**config.mk**
```make
export PLATFORM = sky130hd
export DESIGN_NAME = windowed_sensor_statistics_core
export DESIGN_NICKNAME = d
export VERILOG_FILES = /design/src/design/wsst_pkg.sv /design/src/design/wsst_front.sv /design/src/design/wsst_fifo.sv /design/src/design/wsst_div.sv /design/src/design/wsst_back.sv /design/src/design/windowed_sensor_statistics_core.sv
export SDC_FILE = /design/constraint.sdc
export NUM_CORES = 1
export LEC_CHECK = 0
export BUFFER_PORTS_ARGS = -buffer_cell sky130_fd_sc_hd__buf_2
export CAP_MARGIN = 15
export CORE_ASPECT_RATIO = 1.1
export CORE_MARGIN = 5
export CORE_UTILIZATION = 27
export CTS_CLUSTER_DIAMETER = 200
export DETAILED_ROUTE_END_ITERATION = 10
export HOLD_SLACK_MARGIN = 0.12
export PLACE_DENSITY_LB_ADDON = 0.2
export SYNTH_ARGS = -nofsm -noshare
export SYNTH_HDL_FRONTEND = slang
export SYNTH_SLANG_ARGS = --single-unit
export TNS_END_PERCENT = 50
```
**constraint.sdc**
```tcl
create_clock -name clk -period 6.5 [get_ports clk]
set_clock_uncertainty 0.05 [all_clocks]
set_input_delay 1.95 -clock clk [delete_from_list [all_inputs] [get_ports clk]]
set_output_delay 1.95 -clock clk [all_outputs]
set_load 0.01 [all_outputs]
```
**src/design/wsst_pkg.sv**
```systemverilog
`default_nettype none

package wsst_pkg;

  localparam int VALUE_W     = 16;
  localparam int TICK_W      = 17;
  localparam int CNT_OUT_W   = 10;
  localparam int QUEUE_DEPTH = 2;
  localparam int QPTR_W      = 1;
  localparam int QCNT_W      = 2;

  localparam logic [TICK_W-1:0] WINDOW_RESET = 17'd60000;

  // Codes of the operation input field.
  localparam logic OP_SAMPLE = 1'b0;
  localparam logic OP_TICK   = 1'b1;

  typedef enum logic {
    CMD_SAMPLE,
    CMD_TICK
  } cmd_kind_t;

  typedef struct packed {
    cmd_kind_t                  kind;
    logic                       ch;
    logic signed [VALUE_W-1:0]  value;
  } cmd_t;

endpackage

`default_nettype wire

```
**src/design/wsst_front.sv**
```systemverilog
`default_nettype none

module wsst_front #(
  parameter int NUM_CHANNELS = 2
) (
  input  wire logic                                in_valid,
  output      logic                                in_stall,
  input  wire logic                                operation,
  input  wire logic                                channel,
  input  wire logic signed [wsst_pkg::VALUE_W-1:0] value,
  input  wire logic                                sample_valid,
  input  wire logic                                q_full,
  output      logic                                q_push,
  output      wsst_pkg::cmd_t                      q_cmd
);
  import wsst_pkg::*;

  logic keep;
  logic ch_ok;

  // Invalid samples and samples to channels that do not exist have no effect,
  // so they are dropped here and never reach the queue.
  assign ch_ok    = 32'(channel) < NUM_CHANNELS;
  assign keep     = (operation == OP_TICK) || (sample_valid && ch_ok);
  assign in_stall = q_full;
  assign q_push   = in_valid && !in_stall && keep;

  always_comb begin
    q_cmd.kind  = (operation == OP_TICK) ? CMD_TICK : CMD_SAMPLE;
    q_cmd.ch    = channel;
    q_cmd.value = value;
  end

endmodule

`default_nettype wire

```
**src/design/wsst_fifo.sv**
```systemverilog
`default_nettype none

module wsst_fifo (
  input  wire logic           clk,
  input  wire logic           rst,
  input  wire logic           push,
  input  wire wsst_pkg::cmd_t push_cmd,
  input  wire logic           pop,
  output      wsst_pkg::cmd_t pop_cmd,
  output      logic           full,
  output      logic           empty
);
  import wsst_pkg::*;

  cmd_t              entries [QUEUE_DEPTH];
  logic [QPTR_W-1:0] wr_ptr;
  logic [QPTR_W-1:0] rd_ptr;
  logic [QCNT_W-1:0] count;

  assign full    = count == QCNT_W'(QUEUE_DEPTH);
  assign empty   = count == '0;
  assign pop_cmd = entries[rd_ptr];

  always_ff @(posedge clk) begin
    if (push) begin
      entries[wr_ptr] <= push_cmd;
    end
  end

  always_ff @(posedge clk) begin
    if (rst) begin
      wr_ptr <= '0;
      rd_ptr <= '0;
      count  <= '0;
    end else begin
      if (push) begin
        wr_ptr <= wr_ptr + 1'b1;
      end
      if (pop) begin
        rd_ptr <= rd_ptr + 1'b1;
      end
      if (push && !pop) begin
        count <= count + 1'b1;
      end else if (pop && !push) begin
        count <= count - 1'b1;
      end
    end
  end

endmodule

`default_nettype wire

```
**src/design/wsst_div.sv**
```systemverilog
`default_nettype none

module wsst_div #(
  parameter int DVD_W = 26,
  parameter int DVS_W = 10
) (
  input  wire logic                    clk,
  input  wire logic                    rst,
  input  wire logic                    start,
  input  wire logic signed [DVD_W-1:0] dividend,
  input  wire logic        [DVS_W-1:0] divisor,
  output      logic                    done,
  output      logic signed [DVD_W-1:0] quotient
);

  localparam int STEP_W = (DVD_W > 1) ? $clog2(DVD_W) : 1;

  logic              busy;
  logic [STEP_W-1:0] step;
  logic              neg;
  logic [DVD_W-1:0]  q;
  logic [DVS_W-1:0]  rem;
  logic [DVS_W-1:0]  dvs;
  logic [DVD_W-1:0]  mag;
  logic [DVS_W:0]    shifted;
  logic [DVS_W:0]    trial;

  // Restoring division on magnitudes, one quotient bit per cycle; the sign
  // is applied at the end, which gives truncation toward zero.
  assign mag      = dividend[DVD_W-1] ? (~dividend + 1'b1) : dividend;
  assign shifted  = {rem, q[DVD_W-1]};
  assign trial    = shifted - {1'b0, dvs};
  assign quotient = neg ? $signed(~q + 1'b1) : $signed(q);

  always_ff @(posedge clk) begin
    if (rst) begin
      busy <= 1'b0;
      done <= 1'b0;
      step <= '0;
    end else if (start) begin
      busy <= 1'b1;
      done <= 1'b0;
      step <= '0;
    end else if (busy) begin
      step <= step + 1'b1;
      if (step == STEP_W'(DVD_W - 1)) begin
        busy <= 1'b0;
        done <= 1'b1;
      end
    end
  end

  always_ff @(posedge clk) begin
    if (start) begin
      neg <= dividend[DVD_W-1];
      q   <= mag;
      rem <= '0;
      dvs <= divisor;
    end else if (busy) begin
      if (!trial[DVS_W]) begin
        rem <= trial[DVS_W-1:0];
        q   <= {q[DVD_W-2:0], 1'b1};
      end else begin
        rem <= shifted[DVS_W-1:0];
        q   <= {q[DVD_W-2:0], 1'b0};
      end
    end
  end

endmodule

`default_nettype wire

```
**src/design/wsst_back.sv**
```systemverilog
`default_nettype none

module wsst_back #(
  parameter int NUM_CHANNELS = 2,
  parameter int MAX_COUNT    = 1023
) (
  input  wire logic                                  clk,
  input  wire logic                                  rst,
  input  wire logic                                  cfg_write,
  input  wire logic [wsst_pkg::TICK_W-1:0]           cfg_data,
  input  wire logic                                  q_empty,
  input  wire wsst_pkg::cmd_t                        q_cmd,
  output      logic                                  q_pop,
  output      logic                                  out_valid,
  input  wire logic                                  out_stall,
  output      logic                                  out_channel,
  output      logic signed [wsst_pkg::VALUE_W-1:0]   average,
  output      logic signed [wsst_pkg::VALUE_W-1:0]   minimum,
  output      logic signed [wsst_pkg::VALUE_W-1:0]   maximum,
  output      logic [wsst_pkg::CNT_OUT_W-1:0]        sample_count,
  output      logic                                  last
);
  import wsst_pkg::*;

  localparam int CH_W  = (NUM_CHANNELS > 1) ? $clog2(NUM_CHANNELS) : 1;
  localparam int CW    = $clog2(MAX_COUNT + 1);
  localparam int SUM_W = VALUE_W + CW;

  typedef enum logic [1:0] {
    ST_IDLE,
    ST_SCAN,
    ST_DIV
  } state_t;

  state_t                   state;
  logic [TICK_W-1:0]        window_ticks;
  logic [TICK_W-1:0]        tick_counter;
  logic [TICK_W-1:0]        tick_next;
  logic [CH_W-1:0]          scan;
  logic [CH_W-1:0]          rd_idx;
  logic                     scan_end;
  logic                     more_after;
  logic                     out_free;
  logic                     emit;

  logic signed [SUM_W-1:0]   running_sum [NUM_CHANNELS];
  logic signed [VALUE_W-1:0] running_min [NUM_CHANNELS];
  logic signed [VALUE_W-1:0] running_max [NUM_CHANNELS];
  logic [CW-1:0]             chan_count  [NUM_CHANNELS];

  logic signed [SUM_W-1:0]   cur_sum;
  logic signed [VALUE_W-1:0] cur_min;
  logic signed [VALUE_W-1:0] cur_max;
  logic [CW-1:0]             cur_cnt;
  logic signed [SUM_W-1:0]   val_ext;

  logic                      div_start;
  logic                      div_done;
  logic signed [SUM_W-1:0]   div_quot;

  assign rd_idx    = (state == ST_IDLE) ? CH_W'(q_cmd.ch) : scan;
  assign cur_sum   = running_sum[rd_idx];
  assign cur_min   = running_min[rd_idx];
  assign cur_max   = running_max[rd_idx];
  assign cur_cnt   = chan_count[rd_idx];
  assign val_ext   = SUM_W'(q_cmd.value);
  assign tick_next = tick_counter + 1'b1;
  assign scan_end  = scan == CH_W'(NUM_CHANNELS - 1);
  assign out_free  = !out_valid || !out_stall;
  assign emit      = (state == ST_DIV) && div_done && out_free;
  assign q_pop     = (state == ST_IDLE) && !q_empty;
  assign div_start = (state == ST_SCAN) && (cur_cnt != '0);

  // The record being emitted is the last one unless a higher channel still
  // holds samples.
  always_comb begin
    more_after = 1'b0;
    for (int i = 0; i < NUM_CHANNELS; i++) begin
      more_after = more_after || ((CH_W'(i) > scan) && (chan_count[i] != '0));
    end
  end

  wsst_div #(
    .DVD_W (SUM_W),
    .DVS_W (CW)
  ) u_div (
    .clk      (clk),
    .rst      (rst),
    .start    (div_start),
    .dividend (cur_sum),
    .divisor  (cur_cnt),
    .done     (div_done),
    .quotient (div_quot)
  );

  // A zero count marks an empty channel, so a window end only has to clear
  // the counts; the first sample then overwrites sum, minimum and maximum.
  always_ff @(posedge clk) begin
    if (rst) begin
      state        <= ST_IDLE;
      window_ticks <= WINDOW_RESET;
      tick_counter <= '0;
      scan         <= '0;
      out_valid    <= 1'b0;
      for (int i = 0; i < NUM_CHANNELS; i++) begin
        chan_count[i] <= '0;
      end
    end else begin
      if (cfg_write) begin
        window_ticks <= cfg_data;
      end
      if (emit) begin
        out_valid <= 1'b1;
      end else if (out_valid && !out_stall) begin
        out_valid <= 1'b0;
      end
      case (state)
        ST_IDLE: begin
          if (!q_empty) begin
            if (q_cmd.kind == CMD_SAMPLE) begin
              if (cur_cnt != CW'(MAX_COUNT)) begin
                if (cur_cnt == '0) begin
                  running_sum[rd_idx] <= val_ext;
                  running_min[rd_idx] <= q_cmd.value;
                  running_max[rd_idx] <= q_cmd.value;
                end else begin
                  running_sum[rd_idx] <= cur_sum + val_ext;
                  if (q_cmd.value < cur_min) begin
                    running_min[rd_idx] <= q_cmd.value;
                  end
                  if (q_cmd.value > cur_max) begin
                    running_max[rd_idx] <= q_cmd.value;
                  end
                end
                chan_count[rd_idx] <= cur_cnt + 1'b1;
              end
            end else if (tick_next >= window_ticks) begin
              tick_counter <= '0;
              scan         <= '0;
              state        <= ST_SCAN;
            end else begin
              tick_counter <= tick_next;
            end
          end
        end
        ST_SCAN: begin
          if (cur_cnt != '0) begin
            state <= ST_DIV;
          end else if (scan_end) begin
            for (int i = 0; i < NUM_CHANNELS; i++) begin
              chan_count[i] <= '0;
            end
            state <= ST_IDLE;
          end else begin
            scan <= CH_W'(scan + 1'b1);
          end
        end
        ST_DIV: begin
          if (emit) begin
            out_channel  <= scan[0];
            average      <= div_quot[VALUE_W-1:0];
            minimum      <= cur_min;
            maximum      <= cur_max;
            sample_count <= CNT_OUT_W'(cur_cnt);
            last         <= !more_after;
            if (scan_end) begin
              for (int i = 0; i < NUM_CHANNELS; i++) begin
                chan_count[i] <= '0;
              end
              state <= ST_IDLE;
            end else begin
              scan  <= CH_W'(scan + 1'b1);
              state <= ST_SCAN;
            end
          end
        end
        default: begin
          state <= ST_IDLE;
        end
      endcase
    end
  end

endmodule

`default_nettype wire

```
**src/design/windowed_sensor_statistics_core.sv**
```systemverilog
`default_nettype none

// Per-channel windowed statistics. Samples (operation 0) fold a valid reading
// into its channel's sum, minimum, maximum and count until that count reaches
// MAX_COUNT; ticks (operation 1) advance the window, and the tick that reaches
// window_ticks emits one record per channel with samples, in ascending channel
// order, with last set on the final record, and then clears the window. The
// input side takes one transfer per cycle while the queue is not full into a
// two-entry command queue; outside a window end the execution side retires a
// sample or an ordinary tick as it pops it, so samples and ticks sustain one
// item per cycle. A window end runs a serial divider that produces one
// quotient bit per cycle: an empty channel is skipped, and a channel with
// samples starts the divider and waits for its quotient and any output stall
// before its record is emitted. While that runs the queue fills and in_stall
// rises. Write window_ticks only while the block is idle; zero acts as one.
module windowed_sensor_statistics_core #(
  parameter int NUM_CHANNELS = 2,
  parameter int MAX_COUNT    = 1023
) (
  input  wire logic                                  clk,
  input  wire logic                                  rst,
  input  wire logic                                  cfg_write,
  input  wire logic [wsst_pkg::TICK_W-1:0]           cfg_data,
  input  wire logic                                  in_valid,
  output      logic                                  in_stall,
  input  wire logic                                  operation,
  input  wire logic                                  channel,
  input  wire logic signed [wsst_pkg::VALUE_W-1:0]   value,
  input  wire logic                                  sample_valid,
  output      logic                                  out_valid,
  input  wire logic                                  out_stall,
  output      logic                                  out_channel,
  output      logic signed [wsst_pkg::VALUE_W-1:0]   average,
  output      logic signed [wsst_pkg::VALUE_W-1:0]   minimum,
  output      logic signed [wsst_pkg::VALUE_W-1:0]   maximum,
  output      logic [wsst_pkg::CNT_OUT_W-1:0]        sample_count,
  output      logic                                  last
);
  import wsst_pkg::*;

  cmd_t push_cmd;
  cmd_t pop_cmd;
  logic q_push;
  logic q_pop;
  logic q_full;
  logic q_empty;

  wsst_front #(
    .NUM_CHANNELS (NUM_CHANNELS)
  ) u_front (
    .in_valid     (in_valid),
    .in_stall     (in_stall),
    .operation    (operation),
    .channel      (channel),
    .value        (value),
    .sample_valid (sample_valid),
    .q_full       (q_full),
    .q_push       (q_push),
    .q_cmd        (push_cmd)
  );

  wsst_fifo u_fifo (
    .clk      (clk),
    .rst      (rst),
    .push     (q_push),
    .push_cmd (push_cmd),
    .pop      (q_pop),
    .pop_cmd  (pop_cmd),
    .full     (q_full),
    .empty    (q_empty)
  );

  wsst_back #(
    .NUM_CHANNELS (NUM_CHANNELS),
    .MAX_COUNT    (MAX_COUNT)
  ) u_back (
    .clk          (clk),
    .rst          (rst),
    .cfg_write    (cfg_write),
    .cfg_data     (cfg_data),
    .q_empty      (q_empty),
    .q_cmd        (pop_cmd),
    .q_pop        (q_pop),
    .out_valid    (out_valid),
    .out_stall    (out_stall),
    .out_channel  (out_channel),
    .average      (average),
    .minimum      (minimum),
    .maximum      (maximum),
    .sample_count (sample_count),
    .last         (last)
  );

endmodule

`default_nettype wire
```
## Word-level counts from Yosys, hierarchy flattened

Memories as Yosys holds them, arrays and structs flattened. A register that Yosys moved wholly into a read port is not among the register bits.
Index checks and enable logic that the tools add are counted.

| operators by class | value |
|---|---|
| add/subtract/negate cells | 12 |
| magnitude comparators | 5 |
| equality and inequality tests | 11 |
| mux-type cells | 92 |
| bitwise operators | 11 |
| reduce and logical (&&, ||, !) cells | 38 |

Operators with widths:

| kind | count |
|---|---|
| $mux 26 | 4 |
| $mux 1 | 68 |
| $mux 10 | 6 |
| $mux 16 | 3 |
| $reduce_bool 10->1 | 3 |
| $add 26x1->26 const B | 1 |
| $add 26x16->26 | 1 |
| $not 26->26 | 1 |
| $add 17x1->17 const B | 1 |
| $ge 17x17->1 | 1 |
| $mux 17 | 1 |
| $add 16x1->16 const B | 1 |
| $gt 16x16->1 | 1 |
| $lt 16x16->1 | 1 |
| $mux 2 | 8 |
| $not 16->16 | 1 |
| $logic_and 1x1->1 | 11 |
| $sub 11x10->11 | 1 |
| $add 10x1->10 const B | 1 |
| $logic_not 10->1 | 1 |
| $ne 10x10->1 const B | 1 |
| $reduce_or 10->1 | 1 |
| $logic_not 1->1 | 7 |
| $or 1x1->1 | 7 |
| 23 further kinds | 37 |

| word-level totals | value |
|---|---|
| flip-flop bits (word level) | 156 |
| RAM bits | 172 |
| input bits | 41 |
| memories | 5 |

Memories:

| memory | depth | bits a word | rd ports | clocked after memory_dff | wr ports | line | RTL |
|---|---|---|---|---|---|---|---|
| u_back.running_sum | 2 | 26 | 1 | 0 | 1 | wsst_back.sv:46 | `logic signed [SUM_W-1:0] running_sum [NUM_CHANNELS];` |
| u_fifo.entries | 2 | 18 | 1 | 1 | 1 | wsst_fifo.sv:15 | `cmd_t entries [QUEUE_DEPTH];` |
| u_back.running_max | 2 | 16 | 1 | 0 | 1 | wsst_back.sv:48 | `logic signed [VALUE_W-1:0] running_max [NUM_CHANNELS];` |
| u_back.running_min | 2 | 16 | 1 | 0 | 1 | wsst_back.sv:47 | `logic signed [VALUE_W-1:0] running_min [NUM_CHANNELS];` |
| u_back.chan_count | 2 | 10 | 3 | 0 | 2 | wsst_back.sv:49 | `logic [CW-1:0] chan_count [NUM_CHANNELS];` |

## Longest topological paths before layout

Gate-level depths: netlist (run 1).
An unclocked memory read counts as a cell.

| depth | value |
|---|---|
| word-level depth | 13 |
| mapped depth | 22 |
| depth with buffers taken out | 18 |

## Cells and area by module

From an unflattened synthesis (run 1), not the netlist that was laid out.

| unflattened totals | value |
|---|---|
| cells, all modules | 1569 |
| area, all modules | 16967.5 µm² |

Modules (own cells, without submodules):

| module | times used | cells each | area an instance (µm²) | sequential area each (µm²) |
|---|---|---|---|---|
| wsst_back | 1 | 1083 | 11710.0 | 6646.4 |
| wsst_div | 1 | 387 | 3594.7 | 1451.4 |
| wsst_fifo | 1 | 78 | 1503.9 | 1181.1 |
| wsst_front | 1 | 21 | 158.9 | 0.0 |

## Least setup slack after synthesis (run 1)

No wires, ideal clock.

| timing | value |
|---|---|
| path kind | input-to-reg |
| start point | input port rst |
| end point | register u_back.average[0] (netlist bit), enable pin |
| setup time | 0.478 ns |
| arrival time | 4.880 ns |
| slack | 1.092 ns |
| cell stages on the path | 3 |
| cells stage by stage | clkbuf_1 > clkbuf_1 > nor2_1 |

| on the way | value |
|---|---|
| cells in the longest elaborated chain, start to end | 2 |

Ends and longest elaborated chain:

| what | line | RTL |
|---|---|---|
| start, declared | windowed_sensor_statistics_core.sv:21 | `input wire logic rst,` |
| $not 1->1 (no line) | -- |  |
| $reduce_and 3->1 (no line) | -- |  |
| end signal, assigned | wsst_back.sv:161 | `average <= div_quot[VALUE_W-1:0];` |
| end, declared | wsst_back.sv:17 | `output logic signed [wsst_pkg::VALUE_W-1:0] average,` |

Every way passes these cells.
A chain may end at the register's enable or synchronous reset.

## Worst setup path in the final report (run 1)

| timing | value |
|---|---|
| start point | register u_back.state[0] |
| end point | memory u_back.running_sum[0][16] (netlist bit) (data pin) |

| on the way | value |
|---|---|
| cells in the longest elaborated chain, start to end | 12 |
| elaborated cells on any way between the ends | 15 |

Ends and longest elaborated chain:

| what | line | RTL |
|---|---|---|
| start, declared | wsst_back.sv:35 | `state_t state;` |
| start signal, assigned | wsst_back.sv:100 | `state <= ST_IDLE;` |
| start signal, assigned | wsst_back.sv:140 | `state <= ST_SCAN;` |
| start signal, assigned | wsst_back.sv:148 | `state <= ST_DIV;` |
| $logic_not 2->1 (*) | wsst_back.sv:61, wsst_back.sv:117 |  |
| $mux 1 | wsst_back.sv:61 | `assign rd_idx = (state == ST_IDLE) ? CH_W'(q_cmd.ch) : scan;` |
| $mem_v2 2x10 | -- |  |
| $logic_not 10->1 | wsst_back.sv:122 | `if (cur_cnt == '0) begin` |
| $mux 1 | wsst_back.sv:122 |  |
| $mux 1 | wsst_back.sv:121 | `if (cur_cnt != CW'(MAX_COUNT)) begin` |
| $mux 1 | wsst_back.sv:120 | `if (q_cmd.kind == CMD_SAMPLE) begin` |
| $mux 1 | wsst_back.sv:119 | `if (!q_empty) begin` |
| $mux 1 | wsst_back.sv:117 | `case (state)` |
| $mux 1 | wsst_back.sv:99 | `if (rst) begin` |
| $mux 1 (implied by the code) | wsst_back.sv:127 | `running_sum[rd_idx] <= cur_sum + val_ext;` |
| $mux 26 (no line) (*) | -- |  |
| end, declared | wsst_back.sv:46 |  |

Every way passes the cells marked *; elsewhere a longest branch is shown, timed or not.

==> results of run 1 <==
==> power groups by stage <==
stage          combinational, mW  clock (mW)  sequential (mW)
2_1_floorplan               2.57           0             2.93
3_3_place_gp                3.41           0             3.00
3_5_place_dp                3.44           0             3.01
4_1_cts                     3.46        2.54             2.96
5_1_grt                     3.89        2.62             2.99
6_report                    3.45        2.47             2.96
==> critical path, stage by stage (launching register included) <==
cell and delay (ns):
dfxtp_1 0.34, inv_1 0.10, ha_1 0.30, nor2_1 0.12, a21oi_4 0.65, mux2i_1 0.30
inv_1 0.13, ha_1 0.20, inv_1 0.06, fa_1 0.40, nor2b_1 0.12, o21ai_0 0.10
a21boi_0 0.26, o21ai_0 0.16, a211oi_1 0.34, o21ai_0 0.31, o21ai_0 0.53, a311oi_1 0.16
or4_1 0.55
==> synthesized netlist by cell type (4+ instances only) <==
| master | instances |
|---|---|
| a211oi_1 | 25 |
| a21boi_0 | 4 |
| a21o_1 | 17 |
| a21oi_1 | 70 |
| a311oi_1 | 6 |
| a31oi_1 | 10 |
| and2_1 | 4 |
| and3_1 | 19 |
| and4_1 | 4 |
| buf_1 | 8 |
| buf_2 | 8 |
| clkbuf_1 | 38 |
| dfxtp_1 | 60 |
| edfxtp_1 | 269 |
| ha_1 | 95 |
| inv_1 | 116 |
| mux2_2 | 19 |
| mux2i_1 | 76 |
| nand2_1 | 158 |
| nand2b_1 | 13 |
| nand3_1 | 35 |
| nand3b_1 | 10 |
| nand4_1 | 9 |
| nor2_1 | 107 |
| nor2b_1 | 13 |
| nor3_1 | 20 |
| nor3b_1 | 6 |
| nor4_1 | 18 |
| o211ai_1 | 12 |
| o21a_1 | 8 |
| o21ai_0 | 95 |
| o21bai_1 | 4 |
| o31ai_1 | 12 |
| or3_1 | 16 |
| or4_1 | 5 |
| xnor2_1 | 59 |
| xor2_1 | 28 |
==> area by class of cell <==
cell class / count / area (µm²) / area share (%)
Timing Repair Buffer: 123 / 708 / 3.58
Clock inverter: 31 / 424 / 2.15
Sequential cell: 329 / 9280 / 46.9
Tap cell: 824 / 1030 / 5.22
Inverter: 117 / 439 / 2.22
Multi-Input combinational cell: 1009 / 6860 / 34.7
Clock buffer: 42 / 1030 / 5.21
==> kinds of logic (layout without fill, tap and decap cells) <==
group                    after synthesis  after routing  synth area share (%)
XOR/XNOR                              87             87                  4.55
buffers and inverters                172            313                  3.93
AO/OA/AOI/OAI                        288            288                  10.6
flip-flops                           329            329                  55.4
AND/OR/NAND/NOR                      442            442                  12.4
adder cells (fa/ha/maj)               97             97                  7.33
multiplexers                          95             95                  5.81
==> flip-flops by register name (all words and copies together), names as in the netlist, 16 cells and up, named ones only <==
name / cells
u_back.running_min: 32
u_fifo.entries: 36
u_back.maximum: 16
u_back.average: 16
u_back.chan_count: 20
u_back.running_sum: 52
u_back.window_ticks: 17
u_back.tick_counter: 17
u_back.running_max: 32
u_back.u_div.q: 26
u_back.minimum: 16
==> layer usage <==
metal / up-vias / share of wire [%] / track usage [%]
met2: 180 / 46 / 20.2
met1: 5436 / 48 / 16.8
met4: 0 / 2.2 / 3.75
li1: 5704 / - / -
met3: 55 / 3.6 / 2.00
met5: - / 0 / 0
==> through the flow <==
stage                     hold slack (ns)  worst slack (ns)  total power [mW]  cells  utilization, %
after floorplan                     0.394              1.09              5.50   1510               -
after global placement              0.403              1.28              6.40   2400            29.8
after detailed placement            0.415              1.07              6.45   2400            29.8
after CTS                           0.423              1.07              8.96   2473            32.1
after global routing                0.427             0.534              9.50   2475            32.2
final                               0.423              1.04              8.87   2475            32.2
==> worst max path at each step <==
stage	start	cells after the start	endpoint	slack [ns]
after floorplan	rst	3	u_back.average[0]	1.09
after global placement	u_back.state[0]	18	u_back.running_sum[0][16]	1.28
after detailed placement	u_back.state[0]	18	u_back.running_sum[0][16]	1.07
after CTS	u_back.state[0]	18	u_back.running_sum[0][16]	1.07
after global routing	u_back.state[1]	18	u_back.running_sum[0][16]	0.53
final	u_back.state[0]	18	u_back.running_sum[0][16]	1.04
==> metrics.md, run 1 <==
| Metric | Value |
|---|---|
| Status | complete, no violations |
| Rows | 95 |
| GRT Overall Usage | 12.3% |
| Critical Path AT | 5.70 ns |
| Synth Warn # | 0 |
| Fraction of layout cells with a size suffix above 1 | 13.3% |
| Period utilization | 84.1% |
| N_diodes | 0 |
| Die area | 67200 µm² |
| Setup repair bufs after CTS | 0 |
| Max FO, Critical Path | 21 |
| Fmax | 183 MHz |
| Max Root-Sink Buffers | 3 |
| Sw power | 3.23 mW |
| FF-to-FF End | u_back.running_sum[0][16] |
| Final setup fails | 0 |
| Worst hold start | u_back.tick_counter[16] |
| Power density cells | 449 nW/µm² |
| CTS tree | done |
| Syn avg cell area | 11.1 µm² |
| Reg-to-reg slack, setup | 1.04 ns |
| Largest net degree at the start of global routing | 46 |
| Grt ovf | 0 |
| Ys async rst share | 0% |
| Hold Path End | u_back.tick_counter[16] |
| Area Growth Syn to Fin | 17.9% |
| H-tree depth | 2 |
| Final-report hold violation count | 0 |
| Final wirelength | 42100 µm |
| Drt first pass iters | 4 |
| Commonest non-fill, non-tap cells in the layout | edfxtp_1, nand2_1, inv_1 |
| Switching Share | 36.4% |
| Nets | 1758 |
| Hold Crit Class | reg -> reg |
| Clock sinks | 329 |
| Mapped Area | 16800 µm² |
| Final TNS setup | 0 ns |
| Placed cell area | 18300 µm² |
| Clock slew at reported path FFs | 0.06 ns |
| Tmin final | 5.46 ns |
| Max rail drop VDD | 168 µV |
| CP Capture Type | flip-flop |
| Cts bufs inserted | 40 |
| Cell variety after synth | 60 |
| Critical Path RT | 6.73 ns |
| Area of the core | 61300 µm² |
| Gp weighted congestion | 0.787 |
| Hold Path Depth | 2 |
| Post-Syn Nets | 1648 |
| Leak Pwr | 7.79 nW |
| Number of synthesized flops with an enable pin | 269 |
| Initial antenna violation count | 0 |
| Post-Synthesis Cells | 1510 |
| RSZ-0062 raised after global routing | no |
| ANT nets after route | 0 |
| Clock root buffer | clkbuf_16 |
| Slew headroom | 27.4% |
| Fin. max-slew vios | 0 |
| Global-route wire length before repair | 66000 µm |
| Die height | 271 µm |
| Die W | 248 µm |
| RR Startpoint | u_back.state[0] |
| Ys flop type | edfxtp_1 |
| Comb power frac | 38.9% |
| Vias in the first global route | 11600 |
| Reg2reg path depth | 18 |
| Sequential-to-total area share from yosys stat | 55.4% |
| Post-route cell area | 19800 µm² |
| Crit Path Class | reg -> reg |
| Iteration-0 DRC Markers | 573 |
| DR vias/cell | 4.60 |
| Total of max-cap violations | 0 |
| IO Count | 103 |
| Drt wl/cell | 17.0 µm |
| Dpl hpwl | 30000 µm |
| Top cells by area, synth | edfxtp_1, dfxtp_1, ha_1 |
| Most common cell after layout, fill and taps aside | edfxtp_1 |
| Power Internal | 5.64 mW |
| Crit path launch type | flip-flop |
| Clock Power Share | 27.8% |
| Post-route DRC violation count | 0 |
| Via count | 11400 |
| Initial Utilization | 27.3% |
| Top cell type's share of synthesized area | 48.2% |
| Slew @ Worst Pin | 1.09 ns |
| Hold buffers post-CTS | 0 |
| Post-CTS resize count | 0 |
| PortBufs | 102 |
| Synth Register Bits | 329 |
| Leading area contributor after synthesis | edfxtp_1 |
| Reg power frac | 33.3% |
| Clk Latency, worst-skew pair | 0.56 ns |
| Fill cells | 6306 |
No activity file was read; power rests on OpenSTA's default activity.
==> inputs of run 2 (changes only) <==
Clock period 6.5 ns to 4.68 ns, I/O delays scaled along.
==> run 2 against run 1 <==
  * Clock power grew 21%
  * Critical path depth unchanged
  * Power up 36%
  * Utilization rose by 0.059 points
  * Worst setup slack got worse by 0.75 ns
  * Flip-flop and latch count stayed put
  * Cell area increased by 0.18%
  * Die area unchanged
  * Register-to-register slack worse by 0.75 ns
  * Count of clock-buffer cells in the layout rose by 11
  * Critical path type unchanged
==> metrics.md, run 2 (same netlist as run 1, synthesis figures left out) <==
| Metric | Value |
|---|---|
| Status | complete, no violations |
| Clock sinks | 329 |
| Period utilization | 93.9% |
| Comb power frac | 41.3% |
| Commonest non-fill, non-tap cells in the layout | edfxtp_1, nand2_1, inv_1 |
| Max rail drop VDD | 243 µV |
| Reg power frac | 34.0% |
| Clk Latency, worst-skew pair | 0.56 ns |
| Final TNS setup | 0 ns |
| Sw power | 4.50 mW |
| Cts bufs inserted | 40 |
| Critical-path cell list | inv_1 > ha_2 > nor2_1 > a21oi_4 > buf_4 > buf_6 > mux2i_1 > inv_1 > ha_1 > o21ai_0 > nand2_1 > a41oi_1 > o21ai_0 > a21oi_1 > o221ai_1 > o21ai_0 > mux2i_1 > xnor2_1 |
| Final wirelength | 42200 µm |
| Largest net degree at the start of global routing | 48 |
| H-tree depth | 2 |
| Final Util | 32.3% |
| Leak Pwr | 7.83 nW |
| Iteration-0 DRC Markers | 643 |
| Clock slew at reported path FFs | 0.06 ns |
| Slew headroom | 31.7% |
| Final-report hold violation count | 0 |
| Grt ovf | 0 |
| Power density cells | 611 nW/µm² |
| Final setup fails | 0 |
| Gp weighted congestion | 0.810 |
| GRT Overall Usage | 12.4% |
| Die W | 248 µm |
| Global-route wire length before repair | 66300 µm |
| Crit Path Class | reg -> reg |
| Fmax | 228 MHz |
| Initial Utilization | 27.3% |
| Reg-to-reg slack, setup | 0.29 ns |
| Slew @ Worst Pin | 1.02 ns |
| Die height | 271 µm |
| Tmin final | 4.39 ns |
| Total of max-cap violations | 0 |
| Max Root-Sink Buffers | 3 |
| WL met3 | 1700 µm |
| CTS tree | done |
| DR top layer | met4 |
| Critical Path RT | 4.90 ns |
| Max FO, Critical Path | 15 |
| Fill cells | 6302 |
| Area Growth Syn to Fin | 18.1% |
| CP max stage delay | 0.34 ns |
| Die area | 67200 µm² |
| Fraction of layout cells with a size suffix above 1 | 14.4% |
| Dpl hpwl | 30600 µm |
| Clock Power Share | 24.8% |
| Drt first pass iters | 5 |
| DRT met1 WL | 20000 µm |
| Post-route DRC violation count | 0 |
| PortBufs | 102 |
| Power Internal | 7.59 mW |
| Max reg flops | 52 |
| Critical Path AT | 4.62 ns |
| Critical Path Slowest Stage Cell | dfxtp_1 |
| Rows | 95 |
| Most common cell after layout, fill and taps aside | edfxtp_1 |
| Drt wl/cell | 16.9 µm |
| Area of the core | 61300 µm² |
| Most flops, register | u_back.running_sum |
| Layout Cells excl Fill | 2500 |
| Placed Cells | 2428 |
| Fin. max-slew vios | 0 |
| Initial antenna violation count | 0 |
| Hold buffers post-CTS | 0 |
| ANT nets after route | 0 |
| Via count | 11600 |
| Vias in the first global route | 11600 |
| N_diodes | 0 |
| CP most frequent cell | o21ai_0 |
| Clock root buffer | clkbuf_16 |
| Nets | 1785 |
| IO Count | 103 |
| Hold Crit Class | reg -> reg |
| CP Capture Type | flip-flop |
| RSZ-0062 raised after global routing | no |
| Largest registers | u_back.running_sum x52, u_fifo.entries x36 |
| Met2 Wirelength | 19500 µm |
| Switching Share | 37.2% |
| Crit path launch type | flip-flop |
| DR vias/cell | 4.62 |
==> run 2: power groups by stage <==
stage / Sequential (mW) / Clock, mW / Combinational [mW]
global route: 4.16 / 3.22 / 5.59
finish: 4.11 / 3.00 / 4.99
detailed placement: 4.17 / 0 / 4.99
CTS: 4.11 / 3.11 / 5.02
global placement: 4.16 / 0 / 4.95
floorplan: 4.07 / 0 / 3.60
==> run 2: worst max-delay path, delay by kind of cell (launching register included) <==
family / cells / cell delay, ns
xor+xnor: 1 / 0.09
flops: 1 / 0.34
buf+inv: 4 / 0.71
mux: 2 / 0.49
fa+ha+maj: 2 / 0.58
simple gates: 2 / 0.21
compound gates: 7 / 1.63
==> run 2: routing by layer <==
metal	vias up	global-route usage, %
met5	-	0
met3	62	2.04
met4	0	3.86
li1	5763	-
met2	210	20.2
met1	5517	16.8
==> run 2: worst paths after layout <==
check	from	to	depth (start not counted)
worst max-delay path	u_back.state[1]	u_back.running_sum[1][25]	18
worst min-delay path	u_back.tick_counter[16]	u_back.tick_counter[16]	2
worst max register to register	u_back.state[1]	u_back.running_sum[1][25]	18
worst min register to register	u_back.tick_counter[16]	u_back.tick_counter[16]	2
==> run 2: layout make-up <==
cell class	instances	area, µm²	share of cell area (%)
Timing Repair Buffer	150	912	4.61
Inverter	117	439	2.22
Clock buffer	53	1100	5.56
Tap cell	824	1030	5.21
Multi-Input combinational cell	1009	6870	34.7
Clock inverter	18	173	0.872
Sequential cell	329	9280	46.9
==> run 2: repair_timing <==
item,CTS,global route
gates resized for setup,0,5
setup endpoints to repair,0,59
buffers inserted,0,1
==> run 2: metrics by stage <==
step | cell area, µm² | hold WS, ns | setup slack (ns) | power [mW]
floorplan | 16800 | 0.394 | 0.000366 | 7.67
global placement | 18500 | 0.404 | 0.271 | 9.11
detailed placement | 18500 | 0.410 | 0.117 | 9.16
CTS | 19800 | 0.419 | 0.0909 | 12.2
global route | 19800 | 0.438 | 0.00307 | 13.0
finish | 19800 | 0.417 | 0.286 | 12.1
